==> config.mk <==
export PLATFORM = sky130hd
export DESIGN_NAME = kmp_scanner
export DESIGN_NICKNAME = d
export VERILOG_FILES = /design/src/rtl/kmp_pkg.sv /design/src/rtl/kmp_scanner.sv
export SDC_FILE = /design/constraint.sdc
export NUM_CORES = 1
export LEC_CHECK = 0
export BUFFER_PORTS_ARGS = -buffer_cell sky130_fd_sc_hd__buf_2
export CAP_MARGIN = 20
export CORE_MARGIN = 2
export CORE_UTILIZATION = 54
export CTS_CLUSTER_DIAMETER = 40
export DETAILED_ROUTE_END_ITERATION = 10
export GPL_TIMING_DRIVEN = 0
export PLACE_DENSITY_LB_ADDON = 0.15
export SLEW_MARGIN = 10
export SYNTH_ARGS = -nofsm -noshare
export SYNTH_HDL_FRONTEND = slang
export SYNTH_SLANG_ARGS = --single-unit
==> constraint.sdc <==
create_clock -name clock -period 4.46 [get_ports clock]
set_clock_uncertainty 0.2 [all_clocks]
set_input_delay 1.338 -clock clock [delete_from_list [all_inputs] [get_ports clock]]
set_output_delay 1.338 -clock clock [all_outputs]
set_load 0.1 [all_outputs]
==> src/rtl/kmp_pkg.sv <==
// ----------------------------------------------------------------------------
// KMP matcher package
// Shared widths, constants, state machine codes and the RAM request bundle.
// ----------------------------------------------------------------------------
package kmp_pkg;

   localparam int BYTE_W     = 8;
   localparam int STATE_W    = 7;
   localparam int OFFSET_W   = 16;
   localparam int INDEX_W    = 6;
   localparam int ALPHABET   = 256;

   // longest text the offset counter tracks before it saturates
   localparam longint unsigned MAX_TEXT = 64'd65536;
   localparam logic [OFFSET_W-1:0] OFFSET_LIMIT =
      (MAX_TEXT - 64'd1 > 64'd65535) ? 16'hFFFF : OFFSET_W'(MAX_TEXT - 64'd1);

   localparam logic MODE_LOAD = 1'b0;
   localparam logic MODE_TEXT = 1'b1;

   typedef logic [STATE_W-1:0]  state_type;
   typedef logic [BYTE_W-1:0]   byte_type;
   typedef logic [OFFSET_W-1:0] offset_type;

   typedef enum logic [1:0] {
      LD_IDLE,
      LD_SWEEP,
      LD_LAST
   } ld_state_type;

   typedef enum logic {
      SC_IDLE,
      SC_STEP
   } sc_state_type;

   // one read and one write access to the transition table
   typedef struct packed {
      logic      rd_en;
      state_type rd_row;
      byte_type  rd_col;
      logic      wr_en;
      state_type wr_row;
      byte_type  wr_col;
      state_type wr_data;
   } ram_req_type;

endpackage

==> src/rtl/kmp_scanner.sv <==
// ----------------------------------------------------------------------------
// KMP text scanner
// Steps the automaton on text bytes and holds the result register.
// ----------------------------------------------------------------------------
module kmp_scanner #(
   parameter int MAX_PATTERN = 64
) (
   input  logic                 clock,
   input  logic                 reset,
   input  logic                 start,
   input  kmp_pkg::byte_type    byte_value,
   input  logic                 end_of_text,
   input  kmp_pkg::state_type   pattern_length,
   input  kmp_pkg::state_type   rd_data,
   output kmp_pkg::ram_req_type ram_req,
   output logic                 idle,
   output logic                 rsp_valid,
   input  logic                 rsp_ready,
   output logic                 rsp_found,
   output kmp_pkg::offset_type  rsp_offset
);

   import kmp_pkg::*;

   sc_state_type ss_ff, ss_in;
   state_type    mstate_ff, mstate_in;
   offset_type   offset_ff, offset_in;
   logic         matched_ff, matched_in;
   logic         eot_ff, eot_in;
   logic         zsrc_ff, zsrc_in;
   logic         rsp_valid_ff, rsp_valid_in;
   logic         found_ff, found_in;
   offset_type   roff_ff, roff_in;
   state_type    nxt;
   logic         hit;
   logic         emit;
   logic         state_ok;
   logic [16:0]  sum;
   offset_type   start_off;

   assign state_ok = {2'b00, mstate_ff} < 9'(MAX_PATTERN);
   assign nxt      = zsrc_ff ? '0 : rd_data;
   assign hit      = (pattern_length != '0) && (nxt == pattern_length);
   assign emit     = hit || eot_ff;
   assign sum      = {1'b0, offset_ff} + 17'd1;
   assign start_off = (sum >= {10'b0, pattern_length})
                      ? OFFSET_W'(sum - {10'b0, pattern_length}) : '0;

   always_ff @(posedge clock) begin
      if (reset) begin
         ss_ff        <= SC_IDLE;
         mstate_ff    <= '0;
         offset_ff    <= '0;
         matched_ff   <= 1'b0;
         rsp_valid_ff <= 1'b0;
      end else begin
         ss_ff        <= ss_in;
         mstate_ff    <= mstate_in;
         offset_ff    <= offset_in;
         matched_ff   <= matched_in;
         rsp_valid_ff <= rsp_valid_in;
      end
   end

   always_ff @(posedge clock) begin
      eot_ff   <= eot_in;
      zsrc_ff  <= zsrc_in;
      found_ff <= found_in;
      roff_ff  <= roff_in;
   end

   always_comb begin
      ss_in        = ss_ff;
      mstate_in    = mstate_ff;
      offset_in    = offset_ff;
      matched_in   = matched_ff;
      eot_in       = eot_ff;
      zsrc_in      = zsrc_ff;
      rsp_valid_in = rsp_valid_ff && !rsp_ready;
      found_in     = found_ff;
      roff_in      = roff_ff;
      ram_req      = '0;
      idle         = 1'b0;

      unique case (ss_ff)
         SC_IDLE: begin
            idle = 1'b1;
            if (start) begin
               if (matched_ff) begin
                  // drop the rest of a matched text
                  if (end_of_text) begin
                     mstate_in  = '0;
                     offset_in  = '0;
                     matched_in = 1'b0;
                  end
               end else begin
                  ram_req.rd_en  = state_ok;
                  ram_req.rd_row = mstate_ff;
                  ram_req.rd_col = byte_value;
                  eot_in         = end_of_text;
                  zsrc_in        = !state_ok;
                  ss_in          = SC_STEP;
               end
            end
         end
         SC_STEP: begin
            // hold while the result register is still occupied and a new result is due
            if (!(emit && rsp_valid_ff && !rsp_ready)) begin
               if (emit) begin
                  rsp_valid_in = 1'b1;
                  found_in     = hit;
                  roff_in      = hit ? start_off : '0;
               end
               if (eot_ff) begin
                  mstate_in  = '0;
                  offset_in  = '0;
                  matched_in = 1'b0;
               end else begin
                  mstate_in  = nxt;
                  matched_in = hit;
                  if (offset_ff < OFFSET_LIMIT) begin
                     offset_in = offset_ff + 16'd1;
                  end
               end
               ss_in = SC_IDLE;
            end
         end
         default: ss_in = SC_IDLE;
      endcase
   end

   assign rsp_valid  = rsp_valid_ff;
   assign rsp_found  = found_ff;
   assign rsp_offset = roff_ff;

endmodule

Word level (Yosys, flattened, before mapping)
Cells that the tools add are included.

operators by class
  multiply operators = 0
  reduce and logical (&&, ||, !) cells = 14
  eq/ne operators = 6
  bitwise logic cells = 3
  divide/modulo/power cells = 0
  mux-type cells = 31
  add/sub/neg operators = 3
  shift operators = 0
  $lt $le $gt $ge = 3

operators with widths
  operator                                                                  count
  16-bit two-way mux                                                        9
  7-bit two-way mux                                                         6
  16-bit one-hot mux with 2 select lines                                    1
  16-bit by 1-bit adder with 17-bit output (second input constant)          1
  17-bit by 7-bit greater-or-equal comparator with 1-bit output             1
  16-bit by 1-bit adder with 16-bit output (second input constant)          1
  16-bit < comparator (second input constant)                               1
  16-bit by 7-bit subtractor with 16-bit output                             1
  7-bit one-hot mux with 2 select lines                                     1
  1-bit two-way mux                                                         12
  2-bit inequality test (second input constant)                             4
  7-bit equality test                                                       1
  7-bit < comparator (second input constant)                                1
  7-bit nonzero test                                                        1
  3-bit AND reduction                                                       2
  5-bit AND reduction                                                       1
  1-bit logical AND                                                         4
  1-bit one-hot mux with 2 select lines                                     2
  2-bit AND reduction                                                       2
  4-bit AND reduction                                                       1
  3-bit by 1-bit inequality test with 1-bit output (second input constant)  1
  1-bit inverter                                                            3
  1-bit zero test                                                           2
  1-bit logical OR                                                          1

word-level totals
  output and inout port bits = 58
  memories = 0
  input port bits = 27
  word-level logic and storage cells = 69
  RAM bits = 0
  register bits after elaboration = 45
  ROM bits = 0
  bits in latches = 0

Depth between registers and ports, before layout
  depth in word-level cells = 8
  gate-level depth with buffers = 11
  depth with buffers taken out = 10

Worst setup path before layout
OpenSTA, ideal clock, no wires.

  kind = input-to-output
  start point = input start
  end point = output ram_req[38] (netlist name)
  path buffers = 0
  setup slack = -258 ps
  cell stages on the path = 2
  data required time = 2922 ps
  arrival time = 3180 ps
  cells stage by stage = nor3b_1 > nor2b_1

RTL lines
  what             line               source
  start, declared  kmp_scanner.sv:10  input logic start,
  end, declared    kmp_scanner.sv:15  output kmp_pkg::ram_req_type ram_req,

==> metrics.md <==
| Metric | Value |
|---|---|
| Critical Path RT | 2.92 ns |
| Crit Path Class | in -> out |
| Fin nets | 503 |
| Final ANT Viol Nets | 0 |
| Total power | 0.0009803 W |
| Initial antenna violation count | 0 |
| Synth Warn # | 0 |
| Non-filler cells, final | 545 |
| Maxcap violations | 0 |
| Crit path time final | 4.298 ns |
| Worst Setup End Kind | output port |
| Clock Tree Buf Depth | 2 |
| Status | finished clean |
| Top_reg_cell synth | dfxtp_1 |
| Ys async rst share | 0% |
| Initial DRC count | 245 |
| Synthesized cell area | 0.003432 mm² |
| CP max FO | 11 |
| Final setup viols | 0 |
| # IOs | 85 |
| Hold Vio Cnt, Final | 0 |
| H-tree depth | 2 |
| GPL Wtd Cong | 0.9136 |
| Initial Utilization | 54.99% |
| Post-layout utilization of the core | 64.35% |
| Placed cell areas | 0.003921 mm² |
| Placed cell count | 537 |
| Crit path from | start |
| Clk_lat worst skew | 0.30 ns |
| Vias post-DR | 3033 |
| Worst flop-to-flop path endpoint | rsp_offset[12] |
| Grt total ovfl | 0 |
| Die height | 83.72 µm |
| Syn Area/Cell | 9.104 µm² |
| Wire length per cell | 14.61 µm |
| WHS | 0.2572 ns |
| Startpoint types | primary input |
| Most area-consuming cells after synthesis | edfxtp_1, dfxtp_1, buf_4, xnor2_1, nand2_1 |
| Unique masters post-synth | 71 |
| P&R area growth vs syn | 17.03% |
| Crit path DAT | 2.76 ns |
| Register bit total from synthesis | 45 |
| GRT Total Usage | 22.46% |
| Number of global-route vias before repair | 2755 |
| Share of cells above drive strength 1 | 27.99% |
| DIE AREA | 0.007009 mm² |
| Hpwl dp | 6083 µm |
| R2R setup slack | 0.78 ns |
| Final Max Slew Viols | 0 |
| Leak pwr | 1.723 nW |
| Gate Count Post-Synth | 377 |
| DRC errors left | 0 |
| CTS Buf Count | 5 |
| Worst Setup EP | ram_req[33] |
| Yosys top cell by area | edfxtp_1 |
| Period utilization | 96.36% |
| # diodes | 0 |
| Total clock sinks | 45 |
| Hold crit path type | reg -> reg |
| Total Wirelength | 7965 µm |
| Core ar. | 0.006241 mm² |
| Postcts setup bufs | 0 |
| R2r startpoint | offset_ff[0] |
| Yosys top cell area share | 16.62% |
| Global-route wire length before repair | 12930 µm |
| First drt pass iteration count | 4 |
| Slew headroom | 41.16% |
| CTS tree | built |
| IO buf count | 61 |
| PwrDens | 244.1 mW/mm² |
| Via/cell ratio | 5.565 |
| Row count | 29 |
| Clk slew on worst S/H paths | 0.08 ns |
| Fraction of the yosys area taken by sequential cells | 31.79% |
| Clk root buf | clkbuf_8 |
| Fmax achieved | 232.7 MHz |
| RSZ-0062 raised after global routing | no |
| Worst Max-Slew Pin Slew | 0.8817 ns |
| Post-route cell area | 0.004016 mm² |
| Max IR drop VDD | 0.2077 mV |
| Number of flops mapped to enable cells by yosys | 19 |
| R2r worst-path depth | 11 |
| Die width | 83.72 µm |
| Largest net degree at the start of global routing | 18 |
[cell type report]
cell class	instances	area, µm²
multi-input combinational	298	2083
inverter	15	61.31
tap	77	96.34
timing repair buffer	61	305.3
buffer	41	289.0
clock buffer	8	90.09
sequential	45	1091
fill	560	2225
[layout by cell type, fill, tap and decap left out, drive strengths merged, types with 4 or more instances in the layout]
cell type / n
inv: 14
nor4: 5
clkbuf: 15
nand2: 33
o41ai: 4
o31ai: 4
o2111ai: 9
and2: 15
mux2i: 8
a211oi: 5
a21oi: 14
nor3: 6
edfxtp: 19
o21a: 5
ha: 8
nor2: 31
conb: 23
nor2b: 4
buf: 95
dfxtp: 26
nand2b: 7
o21ai: 25
nand4: 7
xnor2: 18
nand3: 11
xor2: 9
[critical path, stage by stage]
cell and delay (ns):
buf_2 0.08, nor3b_2 0.35, clkbuf_1 0.38, and2_1 0.19, buf_2 0.42
[per-layer routing]
layer / vias to the layer above / GRT usage [%] / part of all wire, %
met5: - / 0 / 0
met4: 0 / 6.598 / 1.5
met3: 12 / 4.649 / 6.0
met2: 111 / 38.25 / 47
met1: 1396 / 28.73 / 45
li1: 1514 / - / -
[what timing repair did]
action / in CTS / in global routing
hold buffers: 0 / 0
endpoints found under the hold margin: 0 / 0
resized for setup: 1 / 0
endpoints found under the setup margin: 8 / 0
[report_power, final]
part           leakage, nW  internal (W)  switching, W
Combinational         1.27     0.0000597      0.000216
Sequential           0.405      0.000433    0.00000409
Clock               0.0455      0.000127      0.000141
Total                 1.72      0.000619      0.000361
[stage by stage]
step                setup TNS, ns  setup slack (ns)
global placement           -2.210           -0.1104
floorplan                       0           0.08070
detailed placement        -0.6025          -0.08609
global route                    0           0.02971
CTS                             0            0.1418
finish                          0            0.1623
[cells by family (layout without fill, tap and decap cells)]
family,Yosys count,after routing,share of synthesized area (%)
flops,45,45,31.79
xor+xnor,27,27,7.547
simple gates,137,137,23.51
fa+ha+maj,9,9,3.500
buf+inv,56,125,10.21
compound gates,94,94,21.00
other cells,1,23,0.1093
mux,8,8,2.333
[cells in the mapped netlist (all sizes together) (2+ instances only)]
library cell / instances
o32ai: 3
o41ai: 4
and3: 3
ha: 8
edfxtp: 19
o31ai: 4
o21ai: 25
inv: 14
nand4bb: 2
dfxtp: 26
o311ai: 3
nor4: 5
o2111ai: 9
a211oi: 5
nor3b: 2
buf: 34
nand3: 11
and2: 15
o31a: 2
or4: 3
nand2b: 7
or3: 2
or2: 2
o21a: 5
nor3: 6
o22ai: 3
nor2: 31
nor2b: 4
xor2: 9
xnor2: 18
a21o: 2
clkbuf: 7
nand4: 7
o211ai: 3
mux2i: 8
a31o: 2
nand2: 33
a21oi: 14
a31oi: 3
[sequential cells by signal, indices dropped and copies added, names as in the netlist]
signal,count
offset_ff,16
rsp_offset,16
mstate_ff,7
eot_ff,1
matched_ff,1
rsp_found,1
rsp_valid,1
ss_ff,1
zsrc_ff,1
[how the worst min path moves through the flow]
stage	end	depth (start not counted)	slack [ns]	start
2_1_floorplan	mstate_ff[0]	2	0.23	mstate_ff[0]
3_3_place_gp	mstate_ff[0]	2	0.24	mstate_ff[0]
3_5_place_dp	mstate_ff[5]	2	0.24	mstate_ff[5]
4_1_cts	mstate_ff[3]	2	0.26	mstate_ff[3]
5_1_grt	mstate_ff[2]	2	0.28	mstate_ff[2]
6_report	mstate_ff[3]	2	0.26	mstate_ff[3]
Power figures use the tool's default switching activity.
