$ cat src/rtl/kmp_pkg.sv
// ----------------------------------------------------------------------------
// KMP matcher package
// Shared widths, constants, state machine codes and the RAM request bundle.
// ----------------------------------------------------------------------------
package kmp_pkg;

   localparam int BYTE_W     = 8;
   localparam int STATE_W    = 7;
   localparam int OFFSET_W   = 16;
   localparam int INDEX_W    = 6;
   localparam int ALPHABET   = 256;

   // longest text the offset counter tracks before it saturates
   localparam longint unsigned MAX_TEXT = 64'd65536;
   localparam logic [OFFSET_W-1:0] OFFSET_LIMIT =
      (MAX_TEXT - 64'd1 > 64'd65535) ? 16'hFFFF : OFFSET_W'(MAX_TEXT - 64'd1);

   localparam logic MODE_LOAD = 1'b0;
   localparam logic MODE_TEXT = 1'b1;

   typedef logic [STATE_W-1:0]  state_type;
   typedef logic [BYTE_W-1:0]   byte_type;
   typedef logic [OFFSET_W-1:0] offset_type;

   typedef enum logic [1:0] {
      LD_IDLE,
      LD_SWEEP,
      LD_LAST
   } ld_state_type;

   typedef enum logic {
      SC_IDLE,
      SC_STEP
   } sc_state_type;

   // one read and one write access to the transition table
   typedef struct packed {
      logic      rd_en;
      state_type rd_row;
      byte_type  rd_col;
      logic      wr_en;
      state_type wr_row;
      byte_type  wr_col;
      state_type wr_data;
   } ram_req_type;

endpackage

$ cat src/rtl/kmp_loader.sv
// ----------------------------------------------------------------------------
// KMP row builder
// Builds one transition row per pattern byte by sweeping the shadow row.
// ----------------------------------------------------------------------------
module kmp_loader #(
   parameter int MAX_PATTERN = 64
) (
   input  logic                 clock,
   input  logic                 reset,
   input  logic                 start,
   input  logic [5:0]           pattern_index,
   input  kmp_pkg::byte_type    byte_value,
   input  kmp_pkg::state_type   rd_data,
   output kmp_pkg::ram_req_type ram_req,
   output logic                 idle
);

   import kmp_pkg::*;

   ld_state_type state_ff, state_in;
   byte_type     cnt_ff, cnt_in;
   state_type    row_ff, row_in;
   byte_type     byte_ff, byte_in;
   logic         zsrc_ff, zsrc_in;
   state_type    shadow_ff, shadow_in;
   state_type    cap_ff, cap_in;
   logic         wv_ff;
   byte_type     wcol_ff;
   state_type    src;
   logic         idx_ok;
   logic         shadow_ok;

   assign idx_ok    = {3'b000, pattern_index} < 9'(MAX_PATTERN);
   assign shadow_ok = {2'b00, shadow_ff} < 9'(MAX_PATTERN);
   // rows beyond the table and row zero read as zeros
   assign src       = zsrc_ff ? '0 : rd_data;

   always_ff @(posedge clock) begin
      if (reset) begin
         state_ff  <= LD_IDLE;
         shadow_ff <= '0;
         wv_ff     <= 1'b0;
      end else begin
         state_ff  <= state_in;
         shadow_ff <= shadow_in;
         wv_ff     <= (state_ff == LD_SWEEP);
      end
   end

   always_ff @(posedge clock) begin
      cnt_ff  <= cnt_in;
      row_ff  <= row_in;
      byte_ff <= byte_in;
      zsrc_ff <= zsrc_in;
      cap_ff  <= cap_in;
      wcol_ff <= cnt_ff;
   end

   always_comb begin
      state_in  = state_ff;
      cnt_in    = cnt_ff;
      row_in    = row_ff;
      byte_in   = byte_ff;
      zsrc_in   = zsrc_ff;
      shadow_in = shadow_ff;
      cap_in    = cap_ff;
      ram_req   = '0;
      idle      = 1'b0;

      // write stage runs in the cycle after its read
      if (wv_ff) begin
         ram_req.wr_en  = 1'b1;
         ram_req.wr_row = row_ff;
         ram_req.wr_col = wcol_ff;
         if (wcol_ff == byte_ff) begin
            ram_req.wr_data = row_ff + 7'd1;
            cap_in          = src;
         end else begin
            ram_req.wr_data = src;
         end
      end

      unique case (state_ff)
         LD_IDLE: begin
            idle = 1'b1;
            if (start && idx_ok) begin
               row_in   = STATE_W'(pattern_index);
               byte_in  = byte_value;
               zsrc_in  = (pattern_index == '0) || !shadow_ok;
               cnt_in   = '0;
               state_in = LD_SWEEP;
            end
         end
         LD_SWEEP: begin
            ram_req.rd_en  = !zsrc_ff;
            ram_req.rd_row = shadow_ff;
            ram_req.rd_col = cnt_ff;
            cnt_in         = cnt_ff + 8'd1;
            if (cnt_ff == 8'hFF) begin
               state_in = LD_LAST;
            end
         end
         LD_LAST: begin
            // advance the shadow state on the pattern byte
            if (row_ff == '0) begin
               shadow_in = '0;
            end else if (shadow_ff == row_ff) begin
               shadow_in = row_ff + 7'd1;
            end else begin
               shadow_in = cap_in;
            end
            state_in = LD_IDLE;
         end
         default: state_in = LD_IDLE;
      endcase
   end

endmodule

$ cat config.mk
export PLATFORM = sky130hd
export DESIGN_NAME = kmp_loader
export DESIGN_NICKNAME = d
export VERILOG_FILES = /design/src/rtl/kmp_pkg.sv /design/src/rtl/kmp_loader.sv
export SDC_FILE = /design/constraint.sdc
export NUM_CORES = 1
export LEC_CHECK = 0
export BUFFER_PORTS_ARGS = -buffer_cell sky130_fd_sc_hd__buf_2
export CAP_MARGIN = 20
export CORE_UTILIZATION = 33
export DETAILED_ROUTE_END_ITERATION = 10
export PLACE_DENSITY = 0.54
export REMOVE_ABC_BUFFERS = 1
export SYNTH_ARGS = -nofsm -noshare
export SYNTH_HDL_FRONTEND = slang
export SYNTH_SLANG_ARGS = --single-unit
$ cat constraint.sdc
create_clock -name clock -period 2.1 [get_ports clock]
set_clock_uncertainty 0.05 [all_clocks]
set_input_delay 0.21 -clock clock [delete_from_list [all_inputs] [get_ports clock]]
set_output_delay 0.21 -clock clock [all_outputs]
set_load 0.005 [all_outputs]
Word-level counts from Yosys, hierarchy flattened

Cells that the tools add are included.

Register bits: 48
Output and inout port bits: 40

Muxes and demuxes: 14
Reduce and logical (&&, ||, !) cells: 10
$add $sub $neg: 2
Eq/ne operators: 7
Magnitude comparators: 1

Operators with widths:

| operator              | number |
|---|---|
| $mux W7               | 6 |
| $mux W23              | 1 |
| $mux W16              | 1 |
| $pmux W8 S2           | 1 |
| $add A8 B1 Y8 const B | 1 |
| $eq A8 B8 Y1          | 1 |
| $eq A8 B8 Y1 const B  | 1 |
| $mux W8               | 1 |
| $add A6 B1 Y7 const B | 1 |
| $eq A7 B6 Y1          | 1 |
| $logic_not A7 Y1      | 1 |
| $lt A7 B7 Y1 const B  | 1 |
| $logic_not A6 Y1      | 1 |
| $reduce_and A2 Y1     | 3 |
| $mux W2               | 2 |
| $pmux W2 S2           | 1 |
| $eq A2 B1 Y1 const B  | 1 |
| $eq A2 B2 Y1 const B  | 1 |
| $logic_not A1 Y1      | 2 |
| $logic_not A2 Y1      | 1 |
| $ne A2 B1 Y1 const B  | 1 |
| $ne A2 B2 Y1 const B  | 1 |
| $reduce_bool A2 Y1    | 1 |
| $logic_or A1 B1 Y1    | 1 |
| $mux W1               | 1 |

Logic depth before layout (Yosys ltp)

Depth in word-level cells: 5
Gate-level depth with buffers: 6

Worst setup path after synthesis

OpenSTA, ideal clock, no wires.

Path type: register to register
From: register byte_ff[3]
To: register shadow_ff[0]
Clock period less this slack: 1874 ps
Setup time: 91 ps
Required time: 1959 ps
Data arrival time: 1733 ps
Path slack: 226 ps
Stages on the path, launching flop included: 6
Path through: edfxtp_1 -> xor2_1 -> nor4_2 -> nand2_2 -> or3_1 -> a311oi_1

Word-level cells in the longest chain between the ends: 5

RTL lines:

| item                   | RTL line          | text |
|---|---|---|
| from (decl)            | kmp_loader.sv:23  | `byte_type byte_ff, byte_in;` |
| from (signal assigned) | kmp_loader.sv:53  | `byte_ff <= byte_in;` |
| $eq A8 B8 Y1           | kmp_loader.sv:75  | `if (wcol_ff == byte_ff) begin` |
| $mux W7                | kmp_loader.sv:75  |  |
| $mux W7                | kmp_loader.sv:71  | `if (wv_ff) begin` |
| $mux W7                | kmp_loader.sv:107 | `end else if (shadow_ff == row_ff) begin` |
| $mux W7                | kmp_loader.sv:105 | `if (row_ff == '0) begin` |
| to (signal assigned)   | kmp_loader.sv:45  | `shadow_ff <= shadow_in;` |
| to (decl)              | kmp_loader.sv:25  | `state_type shadow_ff, shadow_in;` |

No other way between the ends.
A chain may end at the register's enable or synchronous reset.

==> run summary <==
===============================================================================================
Die Outline Area ................................................................. 0.00737 sq mm
Share of total power in sequential cells .........................................        57.4%
Die Span Y .......................................................................      85.9 um
Initial antenna violation count ..................................................            0
Number of antenna diodes .........................................................            0
Number of max-capacitance violations reported ....................................            0
Post-route setup TNS .............................................................    -0.346 ns
Ports placed on the boundary .....................................................           64
Switching component of the power .................................................       522 uW
Type of the setup path with the least slack ...................................... flip-flop to output port
Post-detailed-route wirelength per cell ..........................................      14.2 um
Detailed-route DRC error count ...................................................            0
Crit Path Max Fanout .............................................................            6
PortBufs .........................................................................           62
Vias per std cell ................................................................         4.63
Post-cts hold buffer count .......................................................            0
Setup slack of the most critical reg-to-reg path .................................      0.07 ns
Internal power consumption .......................................................      1.41 mW
Unique cell type count in the Yosys netlist ......................................           31
Dpl cells ........................................................................          392
Starting density of the core .....................................................        34.2%
Total iterations of the first detailed-routing run ...............................            4
Area of the placeable core ....................................................... 0.00679 sq mm
DP HPWL ..........................................................................      4220 um
Nature of the critical path startpoint ...........................................    flip-flop
Syn Area/Cell ....................................................................   10.2 sq um
Register cell area after layout .................................................. 0.00119 sq mm
Data arrival, critical path ......................................................      1.89 ns
Crit path cell chain ............................................................. xor2_1 > nor4_4 > nand2_2 > buf_6 > mux2i_1 > nor2_1 > buf_2
Part of the Yosys area used for sequential elements ..............................        51.3%
Vias in the first global route ...................................................         1721
Max frequency ....................................................................      464 MHz
Async set-or-reset flop fraction in the synthesized netlist ......................           0%
Routed Wire Length ...............................................................      5730 um
Worst min-delay path endpoint .................................................... byte_ff[7]$_DFFE_PP_
Tcrit/Tclk final .................................................................         103%
Cell at the root of the clock tree ............................................... sky130_fd_sc_hd__clkbuf_8
Total track usage ................................................................        16.0%
Remaining global-route overflow ..................................................            0
Portion of total power attributed to the clock network ...........................        29.1%
Required time of the critical path ...............................................      1.84 ns
Combinational fraction of design power ...........................................        13.5%
Leakage power summed over all cells ..............................................      1.35 nW
Switching share of power .........................................................        27.0%
Status ........................................................................... complete, but fails checks
Reg-to-Reg End ................................................................... shadow_ff[0]$_SDFFE_PP0N_
Share of final-layout standard cells stronger than drive strength 1 ..............        33.4%
Warnings from Yosys ..............................................................            0
Main synth FF type ............................................................... sky130_fd_sc_hd__dfxtp_1
Number of filler cells placed in the layout ......................................          683
TritonCTS Buffers ................................................................            5
Non-filler cells, final ..........................................................          404
RSZ-0062 raised after global routing .............................................          yes
Power density normalized to cell area ............................................  645 mW/mm^2
Layout Area Growth over Synthesis ................................................        29.4%
Area of the mapped netlist ....................................................... 0.00232 sq mm
Post-layout nets .................................................................          334
Multi-input logic area ........................................................... 0.00111 sq mm
Insertion delay to the later sink of the worst-skew pair .........................      0.30 ns
Synthesized instance count .......................................................          228
DRT antenna net count ............................................................            0
Maximum number of pins on one net before global-route repair .....................           17
Finish-stage setup viols .........................................................            7
Via total after detailed routing .................................................         1872
Worst hold path cell count .......................................................            1
Time the worst path needs with I/O delays and setup ..............................      2.15 ns
Row count ........................................................................           30
Sort of element at the end of the critical path ..................................  output port
TritonCTS clock tree .............................................................         done
Worst IR drop on VDD .............................................................     0.264 mV
Max-slew violation total from the final report ...................................            0
Global-route wire length before repair ...........................................      8900 um
Yosys reg bits ...................................................................           48
Count of flip-flops with a built-in enable after synthesis .......................           23
Worst hold-check path type ....................................................... input port to flip-flop
Setup ws final ...................................................................   -0.0544 ns
Longest Clk Path Bufs ............................................................            2
Overall die width ................................................................      85.9 um
Maximum cell stage delay along the critical path .................................      0.40 ns
Dpl cell area .................................................................... 0.00282 sq mm
Cell area after layout ........................................................... 0.00300 sq mm
Top library cells by usage in the layout, fill and taps aside .................... sky130_fd_sc_hd__buf_2 (62), sky130_fd_sc_hd__and2_1 (28), sky130_fd_sc_hd__dfxtp_1 (25)
Clock input transition at the sequential cells of the worst setup and hold paths .      0.09 ns
Failing checks ................................................................... negative setup slack
Worst flop-to-flop path startpoint ............................................... row_ff[3]$_DFFE_PP_
CP max-delay cell ................................................................ sky130_fd_sc_hd__edfxtp_1
Number of DRC markers after the initial detailed-route iteration .................           81
Number of H-tree levels ..........................................................            2
Clk sink count ...................................................................           48
Hold wc startpoint ............................................................... byte_value[7]
Most common cell after layout, fill and taps aside ............................... sky130_fd_sc_hd__buf_2
R2r worst-path depth .............................................................            6
Overall power of the completed layout ............................................      1.94 mW
Final hold violation count .......................................................            0
RD Place Congestion ..............................................................        0.810
===============================================================================================
-- layout make-up --
cell class	count	area share, %
clock buffer	6	2.42
clock inverter	2	0.542
inverter	8	1.00
multi-input combinational	163	37.0
sequential	48	39.7
tap	96	4.00
timing repair buffer	81	15.3
-- per-stage QoR --
stage | hold slack [ns] | utilization, % | setup WS, ns
CTS | 0.0204 | 43.4 | -0.0811
global route | 0.0111 | 44.2 | -0.206
floorplan | 0.232 | - | 0.0564
global placement | 0.338 | 41.5 | 0.188
finish | 0.0267 | 44.2 | -0.0544
detailed placement | 0.338 | 41.5 | 0.173
-- routing by layer --
metal | vias to the layer above | wire, um | share of wire (%) | track usage [%]
met5 | - | 0 | 0 | 0
met4 | 0 | 75 | 1.3 | 4.55
met3 | 7 | 189 | 3.3 | 3.27
met2 | 31 | 2690 | 47 | 24.7
met1 | 893 | 2770 | 48 | 22.6
li1 | 941 | - | - | -
-- critical path, delay by kind of cell (launching register included) --
family        cells  cell delay, ns
buf+inv           2            0.32
mux               1            0.14
simple gates      3            0.56
xor+xnor          1            0.18
flops             1            0.40
-- kinds of logic (layout without fill, tap and decap cells) --
group / after synthesis / in the layout / share of synthesized area [%]
multiplexers: 10 / 10 / 4.42
XOR/XNOR: 22 / 22 / 8.30
AO/OA/AOI/OAI: 30 / 30 / 8.09
buffers and inverters: 17 / 97 / 3.13
flip-flops: 48 / 48 / 51.3
other: 1 / 1 / 0.162
adder cells (fa/ha/maj): 3 / 3 / 1.62
AND/OR/NAND/NOR: 97 / 97 / 23.0
-- sequential cells by signal, indices dropped and copies added, names as in the netlist --
| signal | cells |
|---|---|
| shadow_ff | 7 |
| byte_ff | 8 |
| state_ff | 2 |
| zsrc_ff | 1 |
| cap_ff | 7 |
| wv_ff | 1 |
| row_ff | 6 |
| cnt_ff | 8 |
| wcol_ff | 8 |
-- repair_timing --
action                                  in CTS  in global routing
pin swaps                                    2                  4
resized for setup                            3                 12
endpoints found under the setup margin       6                 12
setup buffers                                2                  2
-- power groups by stage --
stage	clock [mW]	sequential (mW)	combinational (mW)
after floorplan	0	1.12	0.134
after global placement	0	1.13	0.243
after detailed placement	0	1.13	0.242
after CTS	0.575	1.11	0.257
after global routing	0.615	1.12	0.290
final	0.564	1.11	0.260
-- cells in the mapped netlist, types with 8 or more instances --
master,number,area share (%)
sky130_fd_sc_hd__inv_1,8,1.3
sky130_fd_sc_hd__dfxtp_1,25,22
sky130_fd_sc_hd__a21oi_1,13,2.8
sky130_fd_sc_hd__and2_1,28,7.5
sky130_fd_sc_hd__edfxtp_1,23,30
sky130_fd_sc_hd__nor2_1,20,3.2
sky130_fd_sc_hd__xor2_1,17,6.4
sky130_fd_sc_hd__nand2_1,12,1.9
sky130_fd_sc_hd__nand3_1,9,1.9
sky130_fd_sc_hd__mux2i_1,8,3.5
sky130_fd_sc_hd__nor2b_1,8,2.2
-- worst max path at each step --
stage	from	to	slack, ns
6_report	byte_ff[3]$_DFFE_PP_	ram_req[3]	-0.05
5_1_grt	byte_ff[3]$_DFFE_PP_	ram_req[1]	-0.21
4_1_cts	byte_ff[0]$_DFFE_PP_	ram_req[6]	-0.08
3_5_place_dp	row_ff[1]$_DFFE_PP_	shadow_ff[2]$_SDFFE_PP0N_	0.17
3_3_place_gp	row_ff[1]$_DFFE_PP_	shadow_ff[2]$_SDFFE_PP0N_	0.19
2_1_floorplan	row_ff[1]$_DFFE_PP_	shadow_ff[0]$_SDFFE_PP0N_	0.06
Note: power is estimated with default switching activity, not from simulation.
